===== config.mk =====
export PLATFORM = sky130hd
export DESIGN_NAME = alpha_bitmap_glyph_expander_core_flat
export DESIGN_NICKNAME = d
export VERILOG_FILES = /design/src/abge_pkg.sv /design/src/abge_if.sv /design/src/abge_cfg.sv /design/src/abge_walker.sv /design/src/abge_emit.sv /design/src/alpha_bitmap_glyph_expander_core.sv /design/src/flat_wrapper.sv
export SDC_FILE = /design/constraint.sdc
export NUM_CORES = 1
export LEC_CHECK = 0
export ABC_CLOCK_PERIOD_IN_PS = 4100
export BUFFER_PORTS_ARGS = -buffer_cell sky130_fd_sc_hd__buf_2
export CAP_MARGIN = 20
export CORE_MARGIN = 8
export CORE_UTILIZATION = 35
export DETAILED_ROUTE_END_ITERATION = 16
export SLEW_MARGIN = 20
export SYNTH_ARGS = -nofsm -noshare
export SYNTH_HDL_FRONTEND = slang
export SYNTH_SLANG_ARGS = --single-unit

===== constraint.sdc =====
create_clock -name i_clk -period 4.1 [get_ports i_clk]
set_clock_uncertainty 0.05 [all_clocks]
set_input_delay 0.82 -clock i_clk [delete_from_list [all_inputs] [get_ports i_clk]]
set_output_delay 0.82 -clock i_clk [all_outputs]
set_load 0.005 [all_outputs]

===== src/abge_pkg.sv =====
package abge_pkg;

    localparam int unsigned PIX_PER_WORD = 8;
    localparam int unsigned WORD_BITS    = 16;
    localparam int unsigned ORIGIN_BITS  = 10;
    localparam int unsigned DIM_BITS     = 8;
    localparam int unsigned COLOUR_BITS  = 8;
    localparam int unsigned CFG_IDX_BITS = 3;
    localparam int unsigned CFG_DAT_BITS = 10;

    typedef enum logic [CFG_IDX_BITS-1:0] {
        REG_ORIGIN_X     = 3'd0,
        REG_ORIGIN_Y     = 3'd1,
        REG_CHAR_WIDTH   = 3'd2,
        REG_CHAR_HEIGHT  = 3'd3,
        REG_FORE_COLOUR  = 3'd4,
        REG_BACK_COLOUR  = 3'd5
    } t_reg_idx;

    typedef struct packed {
        logic [ORIGIN_BITS-1:0] origin_x;
        logic [ORIGIN_BITS-1:0] origin_y;
        logic [DIM_BITS-1:0]    char_width;
        logic [DIM_BITS-1:0]    char_height;
        logic [COLOUR_BITS-1:0] fore_colour;
        logic [COLOUR_BITS-1:0] back_colour;
    } t_cfg;

    // Per-word pixel flags: which pixels give a write, and which of those
    // take the foreground colour.
    typedef struct packed {
        logic [PIX_PER_WORD-1:0] write_mask;
        logic [PIX_PER_WORD-1:0] fore_sel;
    } t_pix_flags;

endpackage


===== src/abge_if.sv =====
interface abge_in_if;
    logic                             valid;
    logic                             ready;
    logic [abge_pkg::WORD_BITS-1:0]   pixel_word;

    modport source (output valid, output pixel_word, input ready);
    modport sink   (input valid, input pixel_word, output ready);
endinterface

interface abge_out_if #(
    parameter int COORD_WIDTH = 10
);
    logic                              valid;
    logic                              ready;
    logic [COORD_WIDTH-1:0]            pixel_x;
    logic [COORD_WIDTH-1:0]            pixel_y;
    logic [abge_pkg::COLOUR_BITS-1:0]  pixel_colour;
    logic                              last;

    modport source (output valid, output pixel_x, output pixel_y, output pixel_colour,
                    output last, input ready);
    modport sink   (input valid, input pixel_x, input pixel_y, input pixel_colour,
                    input last, output ready);
endinterface

interface abge_cfg_if;
    logic                               valid;
    logic                               ready;
    logic [abge_pkg::CFG_IDX_BITS-1:0]  index;
    logic [abge_pkg::CFG_DAT_BITS-1:0]  data;

    modport source (output valid, output index, output data, input ready);
    modport sink   (input valid, input index, input data, output ready);
endinterface


===== src/abge_cfg.sv =====
module abge_cfg (
    input  logic              i_clk,
    input  logic              i_rst_n,
    abge_cfg_if.sink          i_cfg,
    output abge_pkg::t_cfg    o_cfg
);

    abge_pkg::t_cfg r_cfg;
    abge_pkg::t_cfg n_cfg;

    assign i_cfg.ready = 1'b1;
    assign o_cfg       = r_cfg;

    always_comb begin
        n_cfg = r_cfg;
        if (i_cfg.valid) begin
            case (abge_pkg::t_reg_idx'(i_cfg.index))
                abge_pkg::REG_ORIGIN_X: begin
                    n_cfg.origin_x = i_cfg.data[abge_pkg::ORIGIN_BITS-1:0];
                end
                abge_pkg::REG_ORIGIN_Y: begin
                    n_cfg.origin_y = i_cfg.data[abge_pkg::ORIGIN_BITS-1:0];
                end
                abge_pkg::REG_CHAR_WIDTH: begin
                    n_cfg.char_width = i_cfg.data[abge_pkg::DIM_BITS-1:0];
                end
                abge_pkg::REG_CHAR_HEIGHT: begin
                    n_cfg.char_height = i_cfg.data[abge_pkg::DIM_BITS-1:0];
                end
                abge_pkg::REG_FORE_COLOUR: begin
                    n_cfg.fore_colour = i_cfg.data[abge_pkg::COLOUR_BITS-1:0];
                end
                abge_pkg::REG_BACK_COLOUR: begin
                    n_cfg.back_colour = i_cfg.data[abge_pkg::COLOUR_BITS-1:0];
                end
                default: begin
                    n_cfg = r_cfg;
                end
            endcase
        end
    end

    always_ff @(posedge i_clk) begin
        if (!i_rst_n) begin
            r_cfg.origin_x     <= '0;
            r_cfg.origin_y     <= '0;
            r_cfg.char_width   <= abge_pkg::DIM_BITS'(8);
            r_cfg.char_height  <= abge_pkg::DIM_BITS'(8);
            r_cfg.fore_colour  <= abge_pkg::COLOUR_BITS'(1);
            r_cfg.back_colour  <= '0;
        end else begin
            r_cfg <= n_cfg;
        end
    end

endmodule


===== src/abge_walker.sv =====
module abge_walker #(
    parameter int COORD_WIDTH = 10
) (
    input  logic                                i_clk,
    input  logic                                i_rst_n,
    input  abge_pkg::t_cfg                      i_cfg,
    input  logic                                i_accept,
    input  logic [abge_pkg::WORD_BITS-1:0]      i_pixel_word,
    output abge_pkg::t_pix_flags                o_flags,
    output logic [COORD_WIDTH-1:0]              o_x0,
    output logic [COORD_WIDTH-1:0]              o_y
);

    localparam int unsigned CB = abge_pkg::DIM_BITS + 1;

    logic [abge_pkg::DIM_BITS-1:0] r_col;
    logic [abge_pkg::DIM_BITS-1:0] r_row;
    logic [abge_pkg::DIM_BITS-1:0] n_col;
    logic [abge_pkg::DIM_BITS-1:0] n_row;
    logic [abge_pkg::DIM_BITS-1:0] row_inc;
    logic [CB-1:0]                 next_col;

    always_comb begin
        for (int i = 0; i < abge_pkg::PIX_PER_WORD; i++) begin
            // A pixel past the glyph width is dropped; alpha clear gives no write.
            o_flags.write_mask[i] = i_pixel_word[2*i+1] &&
                ((CB'(r_col) + CB'(i)) < CB'(i_cfg.char_width));
            o_flags.fore_sel[i]   = i_pixel_word[2*i];
        end
    end

    assign o_x0 = COORD_WIDTH'(i_cfg.origin_x) + COORD_WIDTH'(r_col);
    assign o_y  = COORD_WIDTH'(i_cfg.origin_y) + COORD_WIDTH'(r_row);

    always_comb begin
        next_col = CB'(r_col) + CB'(abge_pkg::PIX_PER_WORD);
        row_inc  = r_row + abge_pkg::DIM_BITS'(1);
        n_col    = r_col;
        n_row    = r_row;
        if (i_accept) begin
            if (next_col >= CB'(i_cfg.char_width)) begin
                n_col = '0;
                n_row = (row_inc >= i_cfg.char_height) ? '0 : row_inc;
            end else begin
                n_col = next_col[abge_pkg::DIM_BITS-1:0];
            end
        end
    end

    always_ff @(posedge i_clk) begin
        if (!i_rst_n) begin
            r_col <= '0;
            r_row <= '0;
        end else begin
            r_col <= n_col;
            r_row <= n_row;
        end
    end

endmodule


===== src/abge_emit.sv =====
module abge_emit #(
    parameter int COORD_WIDTH = 10
) (
    input  logic                    i_clk,
    input  logic                    i_rst_n,
    input  abge_pkg::t_cfg          i_cfg,
    input  logic                    i_accept,
    input  abge_pkg::t_pix_flags    i_flags,
    input  logic [COORD_WIDTH-1:0]  i_x0,
    input  logic [COORD_WIDTH-1:0]  i_y,
    output logic                    o_take,
    abge_out_if.source              o_pix
);

    localparam int unsigned PB = $clog2(abge_pkg::PIX_PER_WORD);

    // Word register: pixels still to be written for the word in hand.
    logic [abge_pkg::PIX_PER_WORD-1:0] r_mask;
    logic [abge_pkg::PIX_PER_WORD-1:0] r_sel;
    logic [COORD_WIDTH-1:0]            r_x0;
    logic [COORD_WIDTH-1:0]            r_wy;

    // Result register.
    logic                              r_valid;
    logic [COORD_WIDTH-1:0]            r_x;
    logic [COORD_WIDTH-1:0]            r_y;
    logic [abge_pkg::COLOUR_BITS-1:0]  r_colour;
    logic                              r_last;

    logic                              load_out;
    logic [PB-1:0]                     pick;
    logic [abge_pkg::PIX_PER_WORD-1:0] rest;
    logic [abge_pkg::PIX_PER_WORD-1:0] mask_after;

    always_comb begin
        pick = '0;
        for (int i = abge_pkg::PIX_PER_WORD - 1; i >= 0; i--) begin
            if (r_mask[i]) begin
                pick = PB'(i);
            end
        end
    end

    assign load_out   = (r_mask != '0) && (!r_valid || o_pix.ready);
    assign rest       = r_mask & ~(abge_pkg::PIX_PER_WORD'(1) << pick);
    assign mask_after = load_out ? rest : r_mask;
    // A new word enters once the last pending write of this one moves out.
    assign o_take     = (mask_after == '0);

    assign o_pix.valid        = r_valid;
    assign o_pix.pixel_x      = r_x;
    assign o_pix.pixel_y      = r_y;
    assign o_pix.pixel_colour = r_colour;
    assign o_pix.last         = r_last;

    always_ff @(posedge i_clk) begin
        if (!i_rst_n) begin
            r_mask  <= '0;
            r_valid <= 1'b0;
        end else begin
            r_mask <= i_accept ? i_flags.write_mask : mask_after;
            if (load_out) begin
                r_valid <= 1'b1;
            end else if (o_pix.ready) begin
                r_valid <= 1'b0;
            end
        end
    end

    always_ff @(posedge i_clk) begin
        if (i_accept) begin
            r_sel <= i_flags.fore_sel;
            r_x0  <= i_x0;
            r_wy  <= i_y;
        end
        if (load_out) begin
            r_x      <= r_x0 + COORD_WIDTH'(pick);
            r_y      <= r_wy;
            r_colour <= r_sel[pick] ? i_cfg.fore_colour : i_cfg.back_colour;
            r_last   <= (rest == '0);
        end
    end

endmodule


===== src/alpha_bitmap_glyph_expander_core.sv =====
// Channel   Dir  Word contents
// i_cfg     in   index (3 bits), data (10 bits); always ready
// i_pix     in   pixel_word (16 bits, eight 2-bit pixels)
// o_pix     out  pixel_x, pixel_y, pixel_colour, last
//
// A word gives one pixel write per cycle while the output is not stalled; a fully
// transparent word gives no write. The single result register sets this rate.
// A word is taken in the same cycle its predecessor's final write is loaded.
// Reset is synchronous and active low; it restores the config, counters, pending mask and output valid.
// A stalled output holds its word and the pending pixels; input ready drops while any are pending.
module alpha_bitmap_glyph_expander_core #(
    parameter int COORD_WIDTH = 10
) (
    input  logic        i_clk,
    input  logic        i_rst_n,
    abge_cfg_if.sink    i_cfg,
    abge_in_if.sink     i_pix,
    abge_out_if.source  o_pix
);

    abge_pkg::t_cfg         cfg;
    abge_pkg::t_pix_flags   flags;
    logic [COORD_WIDTH-1:0] x0;
    logic [COORD_WIDTH-1:0] y;
    logic                   take;
    logic                   accept;

    assign i_pix.ready = take;
    assign accept      = i_pix.valid && take;

    abge_cfg u_cfg (
        .i_clk   (i_clk),
        .i_rst_n (i_rst_n),
        .i_cfg   (i_cfg),
        .o_cfg   (cfg)
    );

    abge_walker #(
        .COORD_WIDTH (COORD_WIDTH)
    ) u_walker (
        .i_clk        (i_clk),
        .i_rst_n      (i_rst_n),
        .i_cfg        (cfg),
        .i_accept     (accept),
        .i_pixel_word (i_pix.pixel_word),
        .o_flags      (flags),
        .o_x0         (x0),
        .o_y          (y)
    );

    abge_emit #(
        .COORD_WIDTH (COORD_WIDTH)
    ) u_emit (
        .i_clk    (i_clk),
        .i_rst_n  (i_rst_n),
        .i_cfg    (cfg),
        .i_accept (accept),
        .i_flags  (flags),
        .i_x0     (x0),
        .i_y      (y),
        .o_take   (take),
        .o_pix    (o_pix)
    );

endmodule

===== src/flat_wrapper.sv =====
// flat-port wrapper written by rule: the top's interface ports become plain ports
module alpha_bitmap_glyph_expander_core_flat 
#(
    parameter int COORD_WIDTH = 10
)
  (i_clk, i_rst_n, i_cfg_valid, i_cfg_index, i_cfg_data, i_cfg_ready, i_pix_valid, i_pix_pixel_word, i_pix_ready, o_pix_valid, o_pix_pixel_x, o_pix_pixel_y, o_pix_pixel_colour, o_pix_last, o_pix_ready);
  abge_cfg_if i_cfg_i ();
  abge_in_if i_pix_i ();
  abge_out_if #(.COORD_WIDTH(COORD_WIDTH)) o_pix_i ();
  input  logic i_clk;
  input  logic i_rst_n;
  input wire logic [$bits(i_cfg_i.valid)-1:0] i_cfg_valid;
  input wire logic [$bits(i_cfg_i.index)-1:0] i_cfg_index;
  input wire logic [$bits(i_cfg_i.data)-1:0] i_cfg_data;
  output wire logic [$bits(i_cfg_i.ready)-1:0] i_cfg_ready;
  input wire logic [$bits(i_pix_i.valid)-1:0] i_pix_valid;
  input wire logic [$bits(i_pix_i.pixel_word)-1:0] i_pix_pixel_word;
  output wire logic [$bits(i_pix_i.ready)-1:0] i_pix_ready;
  output wire logic [$bits(o_pix_i.valid)-1:0] o_pix_valid;
  output wire logic [$bits(o_pix_i.pixel_x)-1:0] o_pix_pixel_x;
  output wire logic [$bits(o_pix_i.pixel_y)-1:0] o_pix_pixel_y;
  output wire logic [$bits(o_pix_i.pixel_colour)-1:0] o_pix_pixel_colour;
  output wire logic [$bits(o_pix_i.last)-1:0] o_pix_last;
  input wire logic [$bits(o_pix_i.ready)-1:0] o_pix_ready;
  assign i_cfg_i.valid = i_cfg_valid;
  assign i_cfg_i.index = i_cfg_index;
  assign i_cfg_i.data = i_cfg_data;
  assign i_cfg_ready = i_cfg_i.ready;
  assign i_pix_i.valid = i_pix_valid;
  assign i_pix_i.pixel_word = i_pix_pixel_word;
  assign i_pix_ready = i_pix_i.ready;
  assign o_pix_valid = o_pix_i.valid;
  assign o_pix_pixel_x = o_pix_i.pixel_x;
  assign o_pix_pixel_y = o_pix_i.pixel_y;
  assign o_pix_pixel_colour = o_pix_i.pixel_colour;
  assign o_pix_last = o_pix_i.last;
  assign o_pix_i.ready = o_pix_ready;
  alpha_bitmap_glyph_expander_core #(.COORD_WIDTH(COORD_WIDTH)) u_core (.i_clk(i_clk), .i_rst_n(i_rst_n), .i_cfg(i_cfg_i), .i_pix(i_pix_i), .o_pix(o_pix_i));
endmodule

[Word-level counts from Yosys, hierarchy flattened]
Index checks and enable logic that the tools add are counted.
Word-level totals
  ROM bits: 0
  bits in writable memories: 0
  input bits: 34
  register bits: 134
  output and inout bits: 32
  latch bits: 0
  memories: 0
Operators by class
  magnitude comparators: 11
  $add $sub $neg: 12
  bitwise gates (word level): 2
  reductions and logical operators: 24
  multiplexer cells: 17
  div/mod/pow operators: 0
  equality and inequality tests: 5
  shift operators: 1
  multiply operators: 0
Operator list (count)
  9-bit by 8-bit < comparator with 1-bit output: 7
  8-bit 2-to-1 mux: 5
  8-bit by 3-bit adder with 9-bit output, second input constant: 4
  3-bit 2-to-1 mux: 8
  10-bit by 8-bit adder with 10-bit output: 2
  8-bit by 2-bit adder with 9-bit output, second input constant: 2
  8-bit logical NOT: 2
  2-bit AND reduction: 7
  10-bit by 3-bit adder with 10-bit output: 1
  1-bit logical AND: 10
  8-bit by 1-bit adder with 9-bit output, second input constant: 1
  8-bit by 4-bit adder with 9-bit output, second input constant: 1
  9-bit by 8-bit greater-or-equal comparator with 1-bit output: 1
  8-bit by 1-bit adder with 8-bit output, second input constant: 1
  8-bit AND: 1
  8-bit greater-or-equal comparator: 1
  8-bit < comparator: 1
  8-bit NOT: 1
  8-bit nonzero test: 1
  1-bit by 3-bit << shifter with 8-bit output, first input constant: 1
  3-bit by 2-bit == test with 1-bit output, second input constant: 2
  3-bit == test, second input constant: 2
  3-bit by 4-bit < comparator with 1-bit output, second input constant: 1
  1-bit binary-select mux with 3-bit select: 1
  other kinds (6): 8

[Logic depth before layout (Yosys ltp)]
  depth in word-level cells: 15
  depth in mapped cells: 12
  depth with buffers taken out: 11

[Cells and area by module]
A second synthesis with hierarchy kept.
Unflattened totals
  cells, all modules: 667
  area total of the unflattened synthesis: 7049.3 µm²
By module, submodules not included
  abge_emit: times used 1, area an instance 2753.9 µm², cells each 193, seq. area each 1891.8 µm²
  abge_walker: times used 1, area an instance 2338.5 µm², cells each 284, seq. area each 260.2 µm²
  abge_cfg: times used 1, area an instance 1950.6 µm², cells each 189, seq. area each 1041.0 µm²
  alpha_bitmap_glyph_expander_core: times used 1, area an instance 6.3 µm², cells each 1, seq. area each 0.0 µm²

[Least setup slack after synthesis]
Ideal clock, no wire load.
  path type: reg2reg
  start point: reg u_core.u_walker.r_row[0] in the netlist's numbering
  end point: reg u_core.u_walker.r_row[0] in the netlist's numbering
  stages on the path, launching flop included: 12
  arrival time: 2.937 ns
  period minus slack after synthesis: 3.046 ns
  buffers on the path: 0
  path slack: 1.054 ns
  cell sequence: dfxtp_1 > ha_1 > nand3_1 > and2_1 > or2_2 > ha_1 > and2_1 > o21ai_0 > o21ai_0 > a2111oi_1 > and3_1 > mux2_2
Between the ends
  word-level cells in the longest chain between the ends: 3
RTL lines
  from (decl): RTL line abge_walker.sv:17  | logic [abge_pkg::DIM_BITS-1:0] r_row;
  from (signal assigned): RTL line abge_walker.sv:56  | r_row <= n_row;
  8-bit by 1-bit adder with 8-bit output (*): RTL line abge_walker.sv:37  | row_inc = r_row + abge_pkg::DIM_BITS'(1);
  8-bit greater-or-equal comparator: RTL line abge_walker.sv:43  | n_row = (row_inc >= i_cfg.char_height) ? '0 : row_inc;
  8-bit 2-to-1 mux (*): RTL line abge_walker.sv:43
Mark *: on every way between the ends. The rest lies on a longest branch, timed or not.
A chain may end at the register's enable or synchronous reset.

[Worst setup path in the final report]
  start point: reg u_core.u_emit.r_mask[3] in the netlist's numbering
  end point: out i_pix_ready
Between the ends
  word-level cells in the longest chain between the ends: 9
RTL lines
  from (decl): RTL line abge_emit.sv:18  | logic [abge_pkg::PIX_PER_WORD-1:0] r_mask;
  from (signal assigned): RTL line abge_emit.sv:61  | r_mask <= i_accept ? i_flags.write_mask : mask_after;
  3-bit 2-to-1 mux (4 in series): RTL line abge_emit.sv:38  | if (r_mask[i]) begin
  1-bit by 3-bit << shifter with 8-bit output: RTL line abge_emit.sv:45  | assign rest = r_mask & ~(abge_pkg::PIX_PER_WORD'(1) << pick);
  8-bit NOT: RTL line abge_emit.sv:45
  8-bit AND: RTL line abge_emit.sv:45
  8-bit 2-to-1 mux (*): RTL line abge_emit.sv:46  | assign mask_after = load_out ? rest : r_mask;
  8-bit logical NOT (*): RTL line abge_emit.sv:48  | assign o_take = (mask_after == '0);
  to (decl): RTL line flat_wrapper.sv:18  | output wire logic [$bits(i_pix_i.ready)-1:0] i_pix_ready;
Marked as above.

==> results.sh <==
export IMPL_required_ps=3230
export IMPL_fin_setup_tns_ps=0
export IMPL_dieArea_um2=23300
export IMPL_ant_nets=0
export IMPL_wl_um=14200
export IMPL_yosysUniqueCellTypes=65
export IMPL_num_vias=4822
export IMPL_globalRouteOverflowTotal=0
export IMPL_post_cts_setup_buffer_count=0
export IMPL_num_rows=50
export IMPL_rsz0062_at_grt="no"
export IMPL_fin_area_um2=7620
export IMPL_wl_per_cell_um=14.6
export IMPL_cts_tree="done"
export IMPL_final_common_cell="nand2_1"
export IMPL_p_total_uw=4610
export IMPL_cts_resized=0
export IMPL_worst_slew_pin_slew_ps=966
export IMPL_clkLatencyLatePin_ps=420
export IMPL_cap_violations=0
export IMPL_grt_max_degree=58
export IMPL_vias_per_cell=4.95
export IMPL_place_gp_congestion=0.795
export IMPL_worstSetupStartpointType="register"
export IMPL_cp_cell_sequence="or4_1, nor3_2, nand4_1, a21oi_1, buf_2"
export IMPL_clkTransAtPathRegs_ps=60
export IMPL_netlist_area_um2=6530
export IMPL_final_fill_count=1844
export IMPL_synth_top_area_share_pct=26.2
export IMPL_yosysWarningCount=0
export IMPL_cp_buffers_inverters=1
export IMPL_cts_max_level=4
export IMPL_antenna_found_initial=0
export IMPL_synth_edff_count=57
export IMPL_async_flop_share_pct=0
export IMPL_setup_violations_final=0
export IMPL_dieHeight_um=153
export IMPL_cp_top_family="simple AND/OR/NAND/NOR gates"
export IMPL_cts_max_path_buffers=2
export IMPL_ys_flop_type="dfxtp_1"
export IMPL_area_growth_synth_to_final_pct=16.8
export IMPL_min_path_type="reg2reg"
export IMPL_start_util_pct=35.2
export IMPL_ir_drop_v=0.000295
export IMPL_dr_pass1_iters=5
export IMPL_cts_root_buf="clkbuf_16"
export IMPL_layout_min_cycle_time_ps=3160
export IMPL_yosysSeqAreaShare_pct=48.9
export IMPL_nets=810
export IMPL_cp_max_fo=9
export IMPL_synth_top_area_cell="edfxtp_1"
export IMPL_clock_sinks=131
export IMPL_multi_input_area_um2=3070
export IMPL_leakage_uw=0.00312
export IMPL_powerDensity_nw_per_um2=604
export IMPL_io_buffer_count=64
export IMPL_crit_type="reg2out"
export IMPL_most_common_layout_cells="nand2_1, dfxtp_1, a21oi_1"
export IMPL_dpl_hpwl_um=10300
export IMPL_hold_viol=0
export IMPL_drtIter0Drc=247
export IMPL_timing_slew_headroom_pct=35.5
export IMPL_top_level_ports=66
export IMPL_maxSlewViolCount=0
export IMPL_period_share_pct=77.1
export IMPL_cp_end_kind="output port"
export IMPL_fmax_ghz=0.316
export IMPL_grt_pass1_vias=4654
export IMPL_coreArea_um2=18500
export IMPL_drive_gt1_share_pct=17.4
export IMPL_die_w_um=153
export IMPL_synthTopCellsByArea="edfxtp_1, dfxtp_1, ha_1"
export IMPL_synth_nets=755
export IMPL_synth_area_per_cell_um2=9.70
export IMPL_cts_hold_buf=0
export IMPL_worstPathArrival_ps=2290
export IMPL_drc_errors=0
export IMPL_seq_area_um2=3190
export IMPL_grt_pass1_wl_um=23100
export IMPL_postSynthCellCount=673
export IMPL_postPlaceCellArea_um2=7030
export IMPL_cpPeakStageDelay_ps=700
export IMPL_grt_usage_pct=12.4
export IMPL_cts_made_buffers=17
export IMPL_diodes=0
export IMPL_synth_seq_cells=131
export IMPL_cp_slowest_cell="or4_1"
export IMPL_status="complete, no violations"
cells in the mapped netlist (10+ instances only):
cell type,n
a21oi_1,70
clkbuf_1,21
dfxtp_1,74
edfxtp_1,57
ha_1,46
inv_1,32
nand2_1,135
nand3_1,16
nand4_1,10
nor2_1,22
o21ai_0,20
xnor2_1,16
power breakdown:
part	switching (uW)	internal [uW]
clock	582	918
combinational	711	501
sequential	130	1760
total	1420	3180
cell families after synthesis:
| family | Yosys count | synth area share [%] |
|---|---|---|
| simple gates | 241 | 16.9 |
| compound gates | 146 | 14.1 |
| flops | 131 | 48.9 |
| buf+inv | 65 | 4.31 |
| fa+ha+maj | 49 | 9.59 |
| xor+xnor | 25 | 3.36 |
| mux | 15 | 2.74 |
| other cells | 1 | 0.0575 |
registers in the layout (all words and copies together) (netlist names), 10 cells and up:
signal / cells
u_core.u_cfg.o_cfg: 52
u_core.u_emit.o_pix.pixel_x: 10
u_core.u_emit.o_pix.pixel_y: 10
u_core.u_emit.r_wy: 10
u_core.u_emit.r_x0: 10
layout make-up:
type	instances	share of cell area, %
timing repair buffer	69	4.69
inverter	32	1.58
sequential	131	41.9
clock buffer	18	5.76
multi-input combinational	477	40.3
tap	234	3.84
clock inverter	14	1.99
path summary, 6_finish.rpt:
check                                              from  slack, ps                        endpoint  cells past startpoint
worst max-delay path            u_core.u_emit.r_mask[3]        940                     i_pix_ready                      5
worst min-delay path              u_core.u_emit.r_wy[9]        370  u_core.u_emit.o_pix.pixel_y[9]                      0
worst max register to register  u_core.u_emit.r_mask[3]       1130        u_core.u_walker.r_col[7]                      8
worst min register to register    u_core.u_emit.r_wy[9]        370  u_core.u_emit.o_pix.pixel_y[9]                      0
layer usage:
layer	up-vias	part of all wire [%]	track usage, %
met5	-	0	0
met4	0	0.70	4.67
met3	4	4.9	3.77
met2	85	46	19.1
met1	2252	49	16.0
li1	2481	-	-
stage by stage:
step / utilization, % / worst slack, ps / cells / hold slack (ps)
global route: 41.2 / 807 / 975 / 375
detailed placement: 38.0 / 1050 / 943 / 355
CTS: 41.2 / 904 / 975 / 369
finish: 41.2 / 939 / 975 / 367
floorplan: - / 1050 / 673 / 350
global placement: 38.0 / 1070 / 943 / 355
(Power assumes the default switching activity.)
